### src/sv/rlps_pkg.sv
package rlps_pkg;

    // Default instruction store depth
    localparam int STORE_DEPTH_DEF = 256;

    // Entries in the queue between front and back
    localparam int QUEUE_DEPTH = 2;

    // Reset value of the beat period register
    localparam logic [15:0] SPB_RESET = 16'd1000;

    // Stream widths
    localparam int IN_TDATA_W  = 48;
    localparam int IN_TUSER_W  = 2;
    localparam int OUT_TDATA_W = 32;

    // Input opcodes
    localparam logic [1:0] OPC_WRITE = 2'd0;
    localparam logic [1:0] OPC_START = 2'd1;
    localparam logic [1:0] OPC_TICK  = 2'd2;

    // Channel code that names no LED channel
    localparam logic [1:0] CH_NONE = 2'h3;

    // End-of-channel mark in the control byte
    localparam logic [7:0] LAST_MARK = 8'h01;

    // Instruction kinds
    localparam logic [1:0] KIND_FLASH  = 2'd0;
    localparam logic [1:0] KIND_FADE   = 2'd1;
    localparam logic [1:0] KIND_RAMPUP = 2'd2;
    localparam logic [1:0] KIND_RAMPDN = 2'd3;

    // Classified command carried through the queue
    typedef enum logic [1:0] {
        CMD_WRITE,
        CMD_START,
        CMD_TICK
    } cmd_t;

    typedef struct packed {
        cmd_t       cmd;
        logic [1:0] channel;
        logic [7:0] address;
        logic [7:0] ctrl;
        logic [7:0] bright;
        logic [7:0] dur;
        logic [7:0] rate;
    } item_t;

    typedef struct packed {
        logic [1:0]  channel;
        logic [7:0]  intensity;
        logic [15:0] period;
        logic        reloaded;
        logic        error;
        logic        last;
    } result_t;

endpackage

### src/sv/rlps_front.sv
module rlps_front (
    input  logic                              clk,
    input  logic                              rst_n,
    input  logic                              s_axis_tvalid,
    output logic                              s_axis_tready,
    input  logic [rlps_pkg::IN_TDATA_W-1:0]   s_axis_tdata,
    input  logic [rlps_pkg::IN_TUSER_W-1:0]   s_axis_tuser,
    output rlps_pkg::item_t                   head,
    output logic                              head_valid,
    input  logic                              head_pop
);
    import rlps_pkg::*;

    localparam int PW = (QUEUE_DEPTH > 1) ? $clog2(QUEUE_DEPTH) : 1;
    localparam int CW = $clog2(QUEUE_DEPTH + 1);

    item_t          q_mem [QUEUE_DEPTH];
    logic [PW-1:0]  wr_ptr_reg;
    logic [PW-1:0]  rd_ptr_reg;
    logic [CW-1:0]  count_reg;
    item_t          item_in;
    logic           keep;
    logic           push;
    logic           pop;

    // Classify the incoming beat
    always_comb
    begin
        item_in.channel = s_axis_tdata[1:0];
        item_in.address = s_axis_tdata[9:2];
        item_in.ctrl    = s_axis_tdata[17:10];
        item_in.bright  = s_axis_tdata[25:18];
        item_in.dur     = s_axis_tdata[33:26];
        item_in.rate    = s_axis_tdata[41:34];
        item_in.cmd     = CMD_WRITE;
        keep            = 1'b0;
        case (s_axis_tuser)
            OPC_WRITE:
            begin
                item_in.cmd = CMD_WRITE;
                keep        = 1'b1;
            end
            OPC_START:
            begin
                item_in.cmd = CMD_START;
                keep        = 1'b1;
            end
            OPC_TICK:
            begin
                item_in.cmd = CMD_TICK;
                keep        = (s_axis_tdata[1:0] != CH_NONE);
            end
            default:
            begin
                keep = 1'b0;
            end
        endcase
    end

    assign s_axis_tready = (count_reg != CW'(QUEUE_DEPTH));
    assign push          = s_axis_tvalid && s_axis_tready && keep;
    assign head_valid    = (count_reg != '0);
    assign pop           = head_pop && head_valid;
    assign head          = q_mem[rd_ptr_reg];

    // Hold queued items
    always_ff @(posedge clk)
    begin
        if (push)
        begin
            q_mem[wr_ptr_reg] <= item_in;
        end
    end

    // Advance pointers and count
    always_ff @(posedge clk or negedge rst_n)
    begin
        if (!rst_n)
        begin
            wr_ptr_reg <= '0;
            rd_ptr_reg <= '0;
            count_reg  <= '0;
        end
        else
        begin
            if (push)
            begin
                wr_ptr_reg <= (wr_ptr_reg == PW'(QUEUE_DEPTH - 1)) ? '0 : wr_ptr_reg + 1'b1;
            end
            if (pop)
            begin
                rd_ptr_reg <= (rd_ptr_reg == PW'(QUEUE_DEPTH - 1)) ? '0 : rd_ptr_reg + 1'b1;
            end
            if (push && !pop)
            begin
                count_reg <= count_reg + 1'b1;
            end
            else if (pop && !push)
            begin
                count_reg <= count_reg - 1'b1;
            end
        end
    end

endmodule

### config.mk
export PLATFORM = sky130hd
export DESIGN_NAME = rlps_front
export DESIGN_NICKNAME = d
export VERILOG_FILES = /design/src/sv/rlps_pkg.sv /design/src/sv/rlps_front.sv
export SDC_FILE = /design/constraint.sdc
export NUM_CORES = 1
export LEC_CHECK = 0
export CORE_MARGIN = 2
export CORE_UTILIZATION = 40
export DETAILED_ROUTE_END_ITERATION = 8
export DONT_BUFFER_PORTS = 1
export GPL_TIMING_DRIVEN = 0
export PLACE_DENSITY_LB_ADDON = 0.3
export SLEW_MARGIN = 20
export SYNTH_ARGS = -nofsm -noshare
export SYNTH_HDL_FRONTEND = slang
export SYNTH_SLANG_ARGS = --single-unit
### constraint.sdc
create_clock -name clk -period 7.68 [get_ports clk]
set_clock_uncertainty 0.1 [all_clocks]
set_input_delay 0.384 -clock clk [delete_from_list [all_inputs] [get_ports clk]]
set_output_delay 0.384 -clock clk [all_outputs]
set_load 0.005 [all_outputs]
=== Word-level counts from Yosys, hierarchy flattened ===
Memories as Yosys holds them, arrays and structs flattened.
Cells that the tools add are included.

* Input bits: 54
* Flip-flop bits (word level): 4
* Memories kept: 1
* Word-level logic and storage cells: 31
* Output and inout bits: 46
* Memory bits (writable): 88

{| class="wikitable"
|+ Memory list
! memory !! depth !! width !! rd ports !! clocked after memory_dff !! wr ports !! line !! source
|-
| q_mem || 2 || 44 || 1 || 0 || 1 || rlps_front.sv:17 || <nowiki>item_t q_mem [QUEUE_DEPTH];</nowiki>
|}

* Add/subtract/negate cells: 4
* Muxes and demuxes: 8
* Equal/unequal tests: 4
* Reductions and logical operators: 11

{| class="wikitable"
|+ Operator list
! kind !! number
|-
| 1-bit logical AND || 5
|-
| 1-bit 2-to-1 mux || 4
|-
| 2-bit 2-to-1 mux || 2
|-
| 2-bit != test, second input constant || 2
|-
| 2-bit one-hot mux with 2 select lines || 1
|-
| 2-bit nonzero test || 2
|-
| 1-bit adder, second input constant || 2
|-
| 2-bit by 1-bit adder with 2-bit output, second input constant || 1
|-
| 2-bit by 1-bit equality test with 1-bit output, second input constant || 1
|-
| 2-bit equality test, second input constant || 1
|-
| 1-bit logical NOT || 2
|-
| 2-bit logical NOT || 1
|-
| 1-bit one-hot mux with 2 select lines || 1
|-
| 2-bit OR reduction || 1
|-
| 2-bit by 1-bit subtractor with 2-bit output, second input constant || 1
|}

=== Logic depth before layout (Yosys ltp) ===
* Word-level depth: 8
* Gate-level depth with buffers: 7
* Gate-level depth less buffers: 7

=== Least setup slack after synthesis ===
OpenSTA, ideal clock, no wires.

* Kind: input port to flip-flop
* Start point: input port s_axis_tdata[0] (netlist bit)
* End point: memory q_mem[0][0] (netlist bit), enable pin
* Buffers on the path: 0
* Setup time: 0.446 ns
* Stages on the path: 3
* Setup slack: 4.597 ns
* Required time: 7.134 ns
* Data arrival time: 2.537 ns
* Path through: a21oi_1 > o211ai_2 > nor2_1

* Word-level cells in the longest chain between the ends: 5

{| class="wikitable"
|+ RTL lines
! item !! line !! source
|-
| start: declaration || rlps_front.sv:6 || <nowiki>input logic [rlps_pkg::IN_TDATA_W-1:0] s_axis_tdata,</nowiki>
|-
| 2-bit != test || rlps_front.sv:51 || <nowiki>keep = (s_axis_tdata[1:0] != CH_NONE);</nowiki>
|-
| 1-bit one-hot mux with 2 select lines || rlps_front.sv:37 || <nowiki>case (s_axis_tuser)</nowiki>
|-
| 1-bit logical AND || rlps_front.sv:61 || <nowiki>assign push = s_axis_tvalid && s_axis_tready && keep;</nowiki>
|-
| 1-bit 2-to-1 mux || rlps_front.sv:69 || <nowiki>if (push)</nowiki>
|-
| 1-bit 2-to-1 mux (not written as such) || rlps_front.sv:71 || <nowiki>q_mem[wr_ptr_reg] <= item_in;</nowiki>
|-
| end: declaration || rlps_front.sv:17 ||
|}

No other way between the ends.

=== Final worst setup path ===
* Start point: register count_reg[0]
* End point: memory q_mem[0][5] (netlist bit), enable pin

* Word-level cells in the longest chain between the ends: 5

{| class="wikitable"
|+ RTL lines
! item !! line !! source
|-
| start: declaration || rlps_front.sv:20 || <nowiki>logic [CW-1:0] count_reg;</nowiki>
|-
| start signal: assignment || rlps_front.sv:96 || <nowiki>count_reg <= count_reg + 1'b1;</nowiki>
|-
| start signal: assignment || rlps_front.sv:100 || <nowiki>count_reg <= count_reg - 1'b1;</nowiki>
|-
| 2-bit != test || rlps_front.sv:60 || <nowiki>assign s_axis_tready = (count_reg != CW'(QUEUE_DEPTH));</nowiki>
|-
| via s_axis_tready || rlps_front.sv:5 || <nowiki>output logic s_axis_tready,</nowiki>
|-
| 1-bit logical AND (2 in a row) || rlps_front.sv:61 ||
|-
| 1-bit 2-to-1 mux || rlps_front.sv:69 ||
|-
| 1-bit 2-to-1 mux (not written as such) || rlps_front.sv:71 ||
|}

The timed path passes the listed nets, and every way through them passes these cells.

==> results.toml <==
[outcome]
status = "completed"

[synth]
ys_types = 17
yosys_warnings = 0
synthArstFlopShare_pct = 4.35
synthesis.nets = 215
yosysSeqAreaShare_pct = 76.1
synth_top_area_share_pct = 73.3
synth_edf_count = 88
syn_area_mm2 = 0.00361
synth_area_per_cell_um2 = 22.5
synth.most_common_cell = "edfxtp_1"
postSynthCellCount = 160
yosys.area.top_type = "edfxtp_1"
synth_ff_type = "edfxtp_1"
synth-seq-cells = 92
synthTopCellsByCount = "edfxtp_1 (88), mux2_4 (39), mux2_2 (5)"
synth_area_leaders = "edfxtp_1 (73%), mux2_4 (16%), dfrtp_1 (2.8%), buf_12 (2.2%), mux2_2 (1.6%)"

[routing]
routedWlPerCell_um = 17.5
dr.pass1.iters = 4
drc = 0
drtAntennaViolNets = 0
via_per_inst = 4.80
wl_um = 5580
first_iter_violations = 63
num_vias = 1526

[layout]
final_cell_count_no_fill = 318
nets = 260
syn2layout_area_growth_pct = 19.6
largest_reg_flops = 88
drive_above_1_share_pct = 33.8
num_antenna_cells = 0

[worst_setup_path]
criticalPathCategory = "register to register"
r2r-start = "count_reg[0]"
r2r_slack_ps = 5740
startpoint = "count_reg[0]"
crit_chain = "nand2b_4 -> o211ai_2 -> nor2_4 -> buf_12"
crit_path_top_delay_cell = "nor2_4"
endpoint_kind = "register"
cpPeakStageDelay_ps = 470
crit_required_ps = 7620
crit_path_max_fanout = 29
setup.worst_path.start_class = "register"
cp.arrival_ps = 1880

[sta]
post-route-period-util_pct = 25.2
fin_setup_tns_ps = 0
setup_viol = 0
rsz0062_at_grt = "no"
hold_viol_final = 0
slew_headroom_pct = 63.8
fmax_mhz = 516
hold-worst-slack_ps = 34.4
min_period_ps = 1940
tightest_slew_ps = 542
drv_slew = 0

[cts]
cts_buffers = 9
cts_tree = "done"
htreeDepth = 3
post_cts_buffers = 0
clk_pin_slew_ps = 80
cts.sinks = 92
cts_buffer_depth = 2
hold_buffers = 11
clock_latency_ps = 340
cts_resized = 0
cts-root-buf = "clkbuf_8"

[place]
place_congestion = 0.724
dp_cells = 270
port_buffers = 0
dp_hpwl_um = 3940

[grt]
grt_usage_pct = 11.3
grt_pass1_wl_um = 8170
grt_overflow_total = 0
grt_max_degree = 30
antenna_found_initial = 0
grt_pass1_vias = 1548

[run]
max_cap_viol_count = 0

[pwr]
power.density_mw_per_mm2 = 331
ir_drop_uv = 147
power_leakage_nw = 1.56

[floorplanning]
std_cell_rows = 34
die_area_mm2 = 0.00979
die_y_um = 98.9
start_util_pct = 41.3
dieWidth_um = 98.9
top_level_ports = 100
core_area_mm2 = 0.00872

[worst_hold_path]
hold_class = "input port to register"
worstHoldStart = "s_axis_tdata[17]"
[final timing paths]
check | end | cells past startpoint
setup / recovery | q_mem[0][5] | 4
hold / removal | q_mem[1][31] | 0
setup reg to reg | q_mem[0][5] | 4
hold reg to reg | count_reg[0] | 1
max in group asynchronous | wr_ptr_reg | 1
min in group asynchronous | count_reg[1] | 1
[worst max-delay path, delay by kind of cell (launching register included)]
kind                   cells  cell delay, ps
DFF                        1             420
and+or+nand+nor            2             640
AOI/OAI and AO/OA          1             180
buffers and inverters      1             260
[area by class of cell]
class / count / area (um^2)
buffer: 5 / 91.3
tap: 108 / 135
clock buffer: 9 / 124
clock inverter: 7 / 73.8
multi-input combinational: 60 / 776
timing repair buffer: 34 / 360
fill: 701 / 4410
inverter: 3 / 11.3
sequential: 92 / 2740
[cells in the final DEF, fill, tap and decap left out]
| master | count |
|---|---|
| bufinv_16 | 1 |
| ha_1 | 1 |
| dfrtp_1 | 4 |
| clkbuf_8 | 9 |
| nand2_1 | 1 |
| nor2_4 | 2 |
| dlygate4sd3_1 | 32 |
| inv_6 | 2 |
| clkinv_4 | 1 |
| mux2_4 | 39 |
| xnor2_1 | 3 |
| nand2b_4 | 1 |
| edfxtp_1 | 88 |
| buf_12 | 6 |
| inv_1 | 3 |
| a21oi_1 | 1 |
| xor2_1 | 2 |
| buf_6 | 1 |
| clkinv_2 | 2 |
| or2_1 | 1 |
| mux2_2 | 5 |
| nor2b_1 | 1 |
| clkinvlp_4 | 1 |
| nor2_1 | 2 |
| o211ai_2 | 1 |
[logic make-up after synthesis]
logic type      share of synthesized area [%]
mux                                      17.8
compound gates                          0.486
fa+ha+maj                               0.347
xor+xnor                                 1.21
simple gates                             1.25
buf+inv                                  2.85
flops                                    76.1
[report_power, final]
part	internal (mW)	total (mW)	switching [mW]
Combinational	0.241	0.436	0.194
Clock	0.152	0.310	0.158
Sequential	0.651	0.681	0.0297
Total	1.04	1.43	0.382
[metal layers]
layer	wire [um]	vias to the layer above	share of wire (%)	GRT usage, %
li1	-	706	-	-
met1	2000	747	36	11.1
met2	2950	65	53	20.0
met3	562	8	10	6.24
met4	72	0	1.3	3.79
met5	0	-	0	0
[metrics by stage]
step	util, %	power [mW]	instance area [um^2]	setup WS [ps]
6_report	49.5	1.43	4310	5740
3_3_place_gp	42.9	1.10	3740	3830
4_1_cts	47.1	1.45	4100	5680
5_1_grt	49.5	1.50	4310	5590
3_5_place_dp	43.5	1.12	3800	5730
2_1_floorplan	-	1.04	3610	4600
Power figures use the tool's default switching activity.
